## src/sv/pnjlt_pkg.sv

```systemverilog
// shared widths, codes and defaults for the per-node job limit table
package pnjlt_pkg;

	localparam int NODES_DEF = 32;

	localparam int OP_W = 2;
	localparam int IDX_W = 5;
	localparam int LVL_W = 3;
	localparam int MAX_W = 16;
	localparam int PEERS_W = 10;
	localparam int EXT_W = 11;

	localparam logic [MAX_W-1:0] DEFAULT_JOB_MAX_RST = 16'd2;

	localparam logic [OP_W-1:0] OP_UPDATE = 2'd0;
	localparam logic [OP_W-1:0] OP_NODE_QUERY = 2'd1;
	localparam logic [OP_W-1:0] OP_TOTAL_QUERY = 2'd2;

	localparam logic [LVL_W-1:0] LVL_NONE = 3'd0;
	localparam logic [LVL_W-1:0] LVL_LOW = 3'd1;
	localparam logic [LVL_W-1:0] LVL_MED = 3'd2;
	localparam logic [LVL_W-1:0] LVL_HIGH = 3'd3;
	localparam logic [LVL_W-1:0] LVL_EXTREME = 3'd4;

	typedef struct packed {
		logic [LVL_W-1:0] level;
		logic [MAX_W-1:0] job_max;
	} entry_t;

	function automatic logic [MAX_W-1:0] at_least_one(input logic [MAX_W-1:0] v);
		at_least_one = (v == '0) ? MAX_W'(1) : v;
	endfunction

	function automatic logic [MAX_W-1:0] node_limit(input logic [LVL_W-1:0] lvl,
			input logic [MAX_W-1:0] mx);
		logic [MAX_W-1:0] r;
		r = MAX_W'(1);
		unique case (lvl)
			LVL_MED: r = at_least_one(mx >> 2);
			LVL_LOW: r = at_least_one(mx >> 1);
			LVL_NONE: r = at_least_one(mx);
			default: r = MAX_W'(1);
		endcase
		node_limit = r;
	endfunction

endpackage

```

## src/sv/per_node_job_limit_table.sv

```systemverilog
// per-node job limit table: record store, node limit and cluster limit scan
//
// channel  | valid      | ready      | payload
// ---------+------------+------------+-----------------------------------------------
// cfg      | cfg_valid  | cfg_ready  | cfg_data (default job maximum)
// in       | in_valid   | in_ready   | op, node_index, load_level, node_job_max,
//          |            |            | batch_limit, active_peers
// out      | out_valid  | out_ready  | job_limit, level_unrecognized
//
// an update is written on acceptance; a node query goes through ST_NODE and ST_DONE;
// a total query scans all records: one record per cycle through the record ram port.
// in_ready is high only when the sequencer is idle; a finished result waits in the
// output register, and a further result waits for that register to free up.
// reset clears the valid bits and sets the default job maximum to 2.
module per_node_job_limit_table #(
	parameter int NODES = pnjlt_pkg::NODES_DEF
) (
	input  logic                           clk,
	input  logic                           arst_n,
	input  logic                           cfg_valid,
	output logic                           cfg_ready,
	input  logic [pnjlt_pkg::MAX_W-1:0]    cfg_data,
	input  logic                           in_valid,
	output logic                           in_ready,
	input  logic [pnjlt_pkg::OP_W-1:0]     op,
	input  logic [pnjlt_pkg::IDX_W-1:0]    node_index,
	input  logic [pnjlt_pkg::LVL_W-1:0]    load_level,
	input  logic [pnjlt_pkg::MAX_W-1:0]    node_job_max,
	input  logic [pnjlt_pkg::MAX_W-1:0]    batch_limit,
	input  logic [pnjlt_pkg::PEERS_W-1:0]  active_peers,
	output logic                           out_valid,
	input  logic                           out_ready,
	output logic [pnjlt_pkg::MAX_W-1:0]    job_limit,
	output logic                           level_unrecognized
);

	localparam int AddrW = $clog2(NODES);
	localparam int CntW = $clog2(NODES + 1);

	localparam logic [1:0] ST_IDLE = 2'd0;
	localparam logic [1:0] ST_NODE = 2'd1;
	localparam logic [1:0] ST_SCAN = 2'd2;
	localparam logic [1:0] ST_DONE = 2'd3;

	logic [1:0] state_q;
	logic [pnjlt_pkg::MAX_W-1:0] dflt_max_q;
	logic [NODES-1:0] valid_q;
	pnjlt_pkg::entry_t mem [NODES];
	pnjlt_pkg::entry_t rd_q;

	logic [AddrW-1:0] addr_q;
	logic in_range_q;
	logic hit_s1;
	logic scan_s1;
	logic [CntW-1:0] cnt_q;
	logic [pnjlt_pkg::PEERS_W-1:0] peers_q;
	logic [pnjlt_pkg::MAX_W-1:0] lim_q;
	logic unrec_q;

	logic out_valid_q;
	logic [pnjlt_pkg::MAX_W-1:0] out_lim_q;
	logic out_unrec_q;

	logic [pnjlt_pkg::EXT_W-1:0] idx_ext;
	logic [AddrW-1:0] in_addr;
	logic in_range;
	logic in_acc;
	logic scan_more;

	logic rd_en;
	logic [AddrW-1:0] rd_addr;
	logic wr_en;
	logic [AddrW-1:0] wr_addr;
	pnjlt_pkg::entry_t wr_data;

	pnjlt_pkg::entry_t node_entry;
	logic [pnjlt_pkg::MAX_W-1:0] q_lim;
	logic [pnjlt_pkg::MAX_W-1:0] h_lim;
	logic [pnjlt_pkg::MAX_W-1:0] scan_next;
	logic out_free;

	assign cfg_ready = 1'b1;
	assign in_ready = (state_q == ST_IDLE);
	assign in_acc = in_valid && in_ready;

	assign idx_ext = {{(pnjlt_pkg::EXT_W - pnjlt_pkg::IDX_W){1'b0}}, node_index};
	assign in_addr = idx_ext[AddrW-1:0];
	assign in_range = idx_ext < pnjlt_pkg::EXT_W'(NODES);
	assign scan_more = (cnt_q != CntW'(NODES));

	assign out_free = !out_valid_q || out_ready;

	// a node that was never seen reads as level low with the default maximum
	assign node_entry = hit_s1 ? rd_q :
		pnjlt_pkg::entry_t'{level: pnjlt_pkg::LVL_LOW, job_max: dflt_max_q};

	assign q_lim = pnjlt_pkg::at_least_one(pnjlt_pkg::MAX_W'(peers_q >> 2));
	assign h_lim = pnjlt_pkg::at_least_one(pnjlt_pkg::MAX_W'(peers_q >> 1));

	always_comb begin
		scan_next = lim_q;
		if (scan_s1) begin
			if (rd_q.level == pnjlt_pkg::LVL_EXTREME) begin
				if (lim_q == '0 || lim_q > q_lim) scan_next = q_lim;
			end else if (rd_q.level == pnjlt_pkg::LVL_HIGH) begin
				if (lim_q == '0 || lim_q > h_lim) scan_next = h_lim;
			end
		end
	end

	always_comb begin
		rd_en = 1'b0;
		rd_addr = in_addr;
		if (state_q == ST_IDLE) begin
			rd_en = in_valid && in_range;
		end else if (state_q == ST_SCAN) begin
			rd_en = scan_more;
			rd_addr = cnt_q[AddrW-1:0];
		end
	end

	always_comb begin
		wr_en = 1'b0;
		wr_addr = in_addr;
		wr_data = '{level: load_level, job_max: node_job_max};
		if (state_q == ST_NODE) begin
			wr_en = in_range_q && !hit_s1;
			wr_addr = addr_q;
			wr_data = node_entry;
		end else if (in_acc && op == pnjlt_pkg::OP_UPDATE) begin
			wr_en = in_range;
		end
	end

	always_ff @(posedge clk) begin
		if (wr_en) mem[wr_addr] <= wr_data;
		if (rd_en) rd_q <= mem[rd_addr];
	end

	always_ff @(posedge clk or negedge arst_n) begin
		if (!arst_n) begin
			dflt_max_q <= pnjlt_pkg::DEFAULT_JOB_MAX_RST;
		end else if (cfg_valid) begin
			dflt_max_q <= cfg_data;
		end
	end

	always_ff @(posedge clk or negedge arst_n) begin
		if (!arst_n) begin
			valid_q <= '0;
		end else if (wr_en) begin
			valid_q[wr_addr] <= 1'b1;
		end
	end

	always_ff @(posedge clk or negedge arst_n) begin
		if (!arst_n) begin
			state_q <= ST_IDLE;
			addr_q <= '0;
			hit_s1 <= 1'b0;
			scan_s1 <= 1'b0;
			in_range_q <= 1'b0;
			cnt_q <= '0;
			peers_q <= '0;
			lim_q <= '0;
			unrec_q <= 1'b0;
		end else begin
			unique case (state_q)
				ST_IDLE: begin
					if (in_acc) begin
						addr_q <= in_addr;
						in_range_q <= in_range;
						hit_s1 <= in_range && valid_q[in_addr];
						lim_q <= batch_limit;
						peers_q <= active_peers;
						cnt_q <= '0;
						scan_s1 <= 1'b0;
						unrec_q <= 1'b0;
						if (op == pnjlt_pkg::OP_NODE_QUERY) state_q <= ST_NODE;
						else if (op == pnjlt_pkg::OP_TOTAL_QUERY) state_q <= ST_SCAN;
					end
				end
				ST_NODE: begin
					if (in_range_q) begin
						lim_q <= pnjlt_pkg::node_limit(node_entry.level, node_entry.job_max);
						unrec_q <= node_entry.level > pnjlt_pkg::LVL_EXTREME;
					end else begin
						lim_q <= pnjlt_pkg::MAX_W'(1);
						unrec_q <= 1'b0;
					end
					state_q <= ST_DONE;
				end
				ST_SCAN: begin
					// read of record cnt issued now, its data checked next cycle
					lim_q <= scan_next;
					if (scan_more) begin
						scan_s1 <= valid_q[cnt_q[AddrW-1:0]];
						cnt_q <= cnt_q + CntW'(1);
					end else begin
						scan_s1 <= 1'b0;
						state_q <= ST_DONE;
					end
				end
				ST_DONE: begin
					if (out_free) state_q <= ST_IDLE;
				end
				default: state_q <= ST_IDLE;
			endcase
		end
	end

	always_ff @(posedge clk or negedge arst_n) begin
		if (!arst_n) begin
			out_valid_q <= 1'b0;
		end else if (state_q == ST_DONE && out_free) begin
			out_valid_q <= 1'b1;
		end else if (out_ready) begin
			out_valid_q <= 1'b0;
		end
	end

	always_ff @(posedge clk) begin
		if (state_q == ST_DONE && out_free) begin
			out_lim_q <= lim_q;
			out_unrec_q <= unrec_q;
		end
	end

	assign out_valid = out_valid_q;
	assign job_limit = out_lim_q;
	assign level_unrecognized = out_unrec_q;

endmodule

```

## config.mk

```make
export PLATFORM = sky130hd
export DESIGN_NAME = per_node_job_limit_table
export DESIGN_NICKNAME = d
export VERILOG_FILES = /design/src/sv/pnjlt_pkg.sv /design/src/sv/per_node_job_limit_table.sv
export SDC_FILE = /design/constraint.sdc
export NUM_CORES = 1
export LEC_CHECK = 0
export BUFFER_PORTS_ARGS = -buffer_cell sky130_fd_sc_hd__buf_2
export CAP_MARGIN = 30
export CORE_ASPECT_RATIO = 0.75
export CORE_MARGIN = 2
export CORE_UTILIZATION = 65
export CTS_CLUSTER_SIZE = 20
export DETAILED_ROUTE_END_ITERATION = 10
export GPL_TIMING_DRIVEN = 0
export PLACE_DENSITY_LB_ADDON = 0.08
export SYNTH_ARGS = -nofsm -noshare
export SYNTH_HDL_FRONTEND = slang
export SYNTH_SLANG_ARGS = --single-unit
export TNS_END_PERCENT = 30
```

## constraint.sdc

```tcl
create_clock -name clk -period 6.5 [get_ports clk]
set_input_delay 0.65 -clock clk [delete_from_list [all_inputs] [get_ports clk]]
set_output_delay 0.65 -clock clk [all_outputs]
set_load 0.1 [all_outputs]
```

Word level (Yosys, flattened, before mapping):

Memory sizes are Yosys's and may differ from the RTL's. A register that Yosys moved wholly into a read port is not among the register bits.
Cells that the tools add are included.

* bitwise gates (word level): 1
* magnitude comparators: 8
* add/subtract/negate cells: 1
* equality and inequality tests: 19
* reduce and logical (&&, ||, !) cells: 31
* mux-type cells: 47

Operators with widths (number)
* 2-to-1 mux 16 bit: 8
* logical NOT 16 bit: 6
* one-hot mux 16 bit (3 select lines): 2
* 2-to-1 mux 19 bit: 2
* bitwise OR 32 bit: 1
* < comparator 5 x 6 -> 1 bit, second input constant: 4
* > comparator 16 x 8 -> 1 bit: 1
* > comparator 16 x 9 -> 1 bit: 1
* 2-to-1 mux 15 bit: 1
* 2-to-1 mux 5 bit: 3
* 2-to-1 mux 1 bit: 14
* 2-to-1 mux 14 bit: 1
* 2-to-1 mux 6 bit: 2
* one-hot mux 6 bit (2 select lines): 1
* binary-select mux 1 bit (select 5 bit): 2
* 2-to-1 mux 2 bit: 5
* 2-to-1 mux 9 bit: 1
* != test 3 bit, second input constant: 3
* 2-to-1 mux 8 bit: 1
* != test 2 bit, second input constant: 4
* one-hot mux 2 bit (4 select lines): 1
* logical AND 1 bit: 7
* adder 6 x 1 -> 6 bit, second input constant: 1
* == test 2 bit, second input constant: 3
* other kinds (21): 32

* logic and storage cells: 122
* flip-flop bits (word level): 109
* RAM bits: 608
* bits of input ports: 73
* memories kept: 1
* output and inout bits: 20

Memories
* mem: words 32, bits a word 19, rd ports 1, clocked after memory_dff 1, wr ports 1, RTL line per_node_job_limit_table.sv:48 `pnjlt_pkg::entry_t mem [NODES];`

Longest topological paths before layout:

* word-level depth: 9
* mapped depth: 12
* mapped depth without buffers: 10

Worst setup path after synthesis:

Ideal clock, no wire load.

* path type: register -> register
* from: register state_q[0]
* to: register rd_q[10] (netlist name)
* buffers on the path: 3
* arrival time: 3.654 ns
* cell stages (with the launch flop): 12
* library setup time: 0.272 ns
* clock period less this slack: 3.926 ns
* path slack: 2.574 ns
* cell sequence: dfrtp_1 -> inv_1 -> ha_1 -> nand2b_1 -> buf_6 -> mux2i_1 -> buf_6 -> buf_2 -> mux4_2 -> nand2_1 -> a21oi_1 -> or4_1

RTL lines
* start: declaration: RTL line per_node_job_limit_table.sv:45 `logic [1:0] state_q;`
* start signal: assignment: RTL line per_node_job_limit_table.sv:158 `state_q <= ST_IDLE;`
* start signal: assignment: RTL line per_node_job_limit_table.sv:179 `if (op == pnjlt_pkg::OP_NODE_QUERY) state_q <= ST_NODE;`
* start signal: assignment: RTL line per_node_job_limit_table.sv:180 `else if (op == pnjlt_pkg::OP_TOTAL_QUERY) state_q <= ST_SCAN;`
* logical NOT 2 bit (*)
* via in_ready: RTL line per_node_job_limit_table.sv:24 `output logic in_ready,`
* 2-to-1 mux 5 bit or 2-to-1 mux 1 bit (tied branches): RTL line per_node_job_limit_table.sv:114 `if (state_q == ST_IDLE) begin`

The timed path passes the listed nets; every way through them passes the cells marked *.
A chain may end at the register's enable or synchronous reset.

Worst setup path in the final report:

* from: register state_q[0]
* to: register rd_q[12] (netlist name)

* longest elaborated chain between the ends: 3

Ends and longest elaborated chain
* == test 2 bit: RTL line per_node_job_limit_table.sv:116 `end else if (state_q == ST_SCAN) begin`
* 2-to-1 mux 5 bit or 2-to-1 mux 1 bit (tied branches): RTL line per_node_job_limit_table.sv:116
* 2-to-1 mux 5 bit or 2-to-1 mux 1 bit (tied branches): RTL line per_node_job_limit_table.sv:114

Parallel ways exist; a longest one is shown, timed or not.

==> results by group <==
Synth
  – Top post-synthesis cells by area: edfxtp_1 64%, mux4_2 13%, dfrtp_1 7.4%
  – Cell Area, Synth: 30200 sq um
  – Async SR Flop Fraction: between 10% and 20%
  – Ys flop type: edfxtp_1
  – Most instantiated cells after synthesis: 644 x edfxtp_1, 201 x nand2_1, 172 x mux4_2
  – Post-synth EDFFs: 644
  – Area share of the largest cell type after synthesis: a little under two thirds
  – Yosys reg bits: 735
  – Synth area leader: edfxtp_1
  – Synth unique cells: 66
  – Average size of a mapped cell: between 15 and 20 sq um
  – Count leader, synth: edfxtp_1
  – YS warnings: 0
  – Post-synth net total: 1835
  – Post-Synthesis Cells: 1738
  – Post-synthesis sequential area ratio: 71.5%

Worst setup path
  – Crit end category: register
  – Setup CP Type: register to register
  – Required time worst endpoint: between 6 and 7 ns
  – CP max FO: 10
  – Setup crit start kind: register
  – Worst path arrival time: approximately 4.9 ns

Global route
  – GR Util All Layers: 35.2%
  – Vias in the first global route: 17515
  – First-pass GRT wire length: 119000 um
  – Largest net degree at the start of global routing: 71
  – Grt total ovfl: 0
  – Initial antenna violation count: 7

CTS
  – CTS clock-pin slew for the worst setup and hold paths: 0.06 ns
  – Max Root-Sink Buffers: 3
  – Post-CTS setup buffers: 0
  – Clock sinks: 735
  – Worst skew pair latency: 0.63 ns
  – H-Tree Depth: 3
  – Post-CTS sizing: 0
  – Root Buffer: clkbuf_16
  – Hold Buf Count CTS: 1
  – CTS Buf Count: 69
  – CTS tree: built

Detailed routing
  – Vias per cell: 6.88
  – Max layer used: met5
  – Routed via count: 17849
  – Metal-1 WL: 31300 um
  – Met3 Routed Length: 11200 um
  – Routed WL per cell: 31.7 um
  – DR pass1 iterations: 6
  – Routed Antenna Nets: 0
  – Metal2 WL: 37200 um
  – First DRT Iteration DRCs: 2565
  – DR DRC count: 0
  – Drt total wl: ~82000 um

Power and ir drop
  – Sequential share of power: between 40% and 50%
  – Comb power frac: 35.2%
  – VDD IR max: 0.272 mV
  – Clock power share: 23.9%
  – Leak: 12.0 nW
  – Sw Ratio: 35.7%
  – Pwr/cell area: 461 nW/um^2
  – Internal power: between 10 and 15 mW
  – Net Sw Power: 5.72 mW
  – Tot Pwr: 16.0 mW

Floorplanning
  – Cell Rows: 68
  – Die Height: 191 um
  – I/O Pins: 93
  – Die W: 253 um
  – Initial core utilization: 65.8%
  – Die area: 48300 sq um
  – Core Box Area: 45900 sq um

STA
  – RSZ-0062 raised after global routing: no
  – Slew HR: 24.9%
  – Fin crit period: 4.55 ns
  – Hold Vio Cnt, Final: 0
  – Setup slack after layout: 1.95 ns
  – Worst Clk Skew: 0.0293 ns
  – Setup violations, final: 0
  – Slew @ Worst Pin: 1.12 ns
  – Slew Viols, Final: 0
  – Achievable Freq: 220 MHz
  – Setup tns final: 0 ns
  – Crit share post-route: 70.0%

Layout
  – Fraction of layout cells with a size suffix above 1: 28.1%
  – Post-layout nets: 2048
  – FILL cells: roughly 2600
  – Fin cells: 2596
  – Post-route design area: 34800 sq um
  – N_diodes: 0
  – Area Growth Syn to Fin: 14.9%

Placed design
  – Dpl cells: 2473
  – Port-buffer cells: 89
  – DP Area: between 30000 and 40000 sq um
  – Hpwl dp: 56400 um
  – RePlAce Congestion: 0.932
  – Dpl ws: around 2.1 ns

Job
  – Max_cap viols: 0

Outcome
  – Status: completed

Worst hold path
  – Hold Crit Class: primary input to register
[worst max-delay path, cell delays in order, from the launching register on]
cell	delay [ns]
dfrtp_1	0.41
inv_1	0.15
ha_1	0.34
nand2b_1	0.17
buf_6	0.16
mux2i_1	0.32
buf_4	0.27
clkbuf_1	0.55
clkbuf_1	0.60
mux4_2	0.45
nand2_1	0.10
a21oi_1	0.12
or4_1	0.59
[power by group through the flow]
stage / registers, mW / logic, mW / clock network [mW]
after floorplan: 6.82 / 3.09 / 0
after global placement: 6.70 / 4.94 / 0
after detailed placement: 6.64 / 5.47 / 0
after CTS: 6.55 / 5.52 / 3.85
after global routing: 6.60 / 5.91 / 4.03
final: 6.56 / 5.63 / 3.82
[per-layer routing]
metal	global-route usage [%]	vias up
met5	0	-
met2	51.6	1156
met4	11.3	10
met1	51.0	9191
li1	-	7300
met3	11.3	192
[metrics by stage]
| step | hold slack (ns) | util [%] |
|---|---|---|
| 2_1_floorplan | 0.354 | - |
| 3_3_place_gp | 0.461 | 68.4 |
| 3_5_place_dp | 0.459 | 71.1 |
| 4_1_cts | 0.238 | 75.6 |
| 5_1_grt | 0.252 | 75.6 |
| 6_report | 0.259 | 75.6 |
[cells by family after synthesis]
logic type               count (synthesis)  synth area share [%]
XOR/XNOR                                 5                 0.145
buffers and inverters                  124                  1.81
AND/OR/NAND/NOR                        397                  5.92
multiplexers                           243                  15.3
other                                    1                0.0124
AO/OA/AOI/OAI                          209                  4.30
adder cells (fa/ha/maj)                 24                 0.993
flip-flops                             735                  71.5
[final timing paths]
check | startpoint | to | slack [ns] | cells past startpoint
min in group asynchronous | arst_n | lim_q[4]$_DFFE_PN0P_ | 0.50 | 2
setup reg to reg | state_q[0]$_DFFE_PN0P_ | rd_q[12]$_DFFE_PP_ | 1.95 | 12
hold / removal | cfg_data[6] | dflt_max_q[6]$_DFFE_PN0P_ | 0.26 | 3
hold reg to reg | valid_q[30]$_DFFE_PN0P_ | valid_q[30]$_DFFE_PN0P_ | 0.49 | 1
max in group asynchronous | arst_n | dflt_max_q[1]$_DFFE_PN1P_ | 5.31 | 3
setup / recovery | state_q[0]$_DFFE_PN0P_ | rd_q[12]$_DFFE_PP_ | 1.95 | 12
[cell type report]
cell class | instances | area (sq um) | share of cell area, %
flip-flops and latches | 735 | 21600 | 62.2
multi-input cells | 879 | 8360 | 24.0
clock buffers | 95 | 1880 | 5.40
repair buffers | 142 | 1400 | 4.04
well taps | 595 | 744 | 2.14
plain buffers | 87 | 409 | 1.18
clock inverters | 26 | 205 | 0.590
inverters | 37 | 139 | 0.400
[placed cells by master, fill, tap and decap left out, types with 43 or more instances in the layout]
cell	count
a21oi_1	98
buf_2	110
clkbuf_1	70
clkbuf_16	71
dfrtp_1	90
edfxtp_1	644
mux2_2	43
mux4_2	172
nand2_1	201
nor2_1	50
[registers in the layout, summed over array words and instances, names as in the netlist]
register	count
peers_q	9
cnt_q	6
job_limit	16
state_q	2
out_valid	1
level_unrecognized	1
hit_s1	1
valid_q	32
unrec_q	1
dflt_max_q	16
rd_q	19
addr_q	5
scan_s1	1
lim_q	16
in_range_q	1
mem	608
Note: power is estimated with default switching activity, not from simulation.
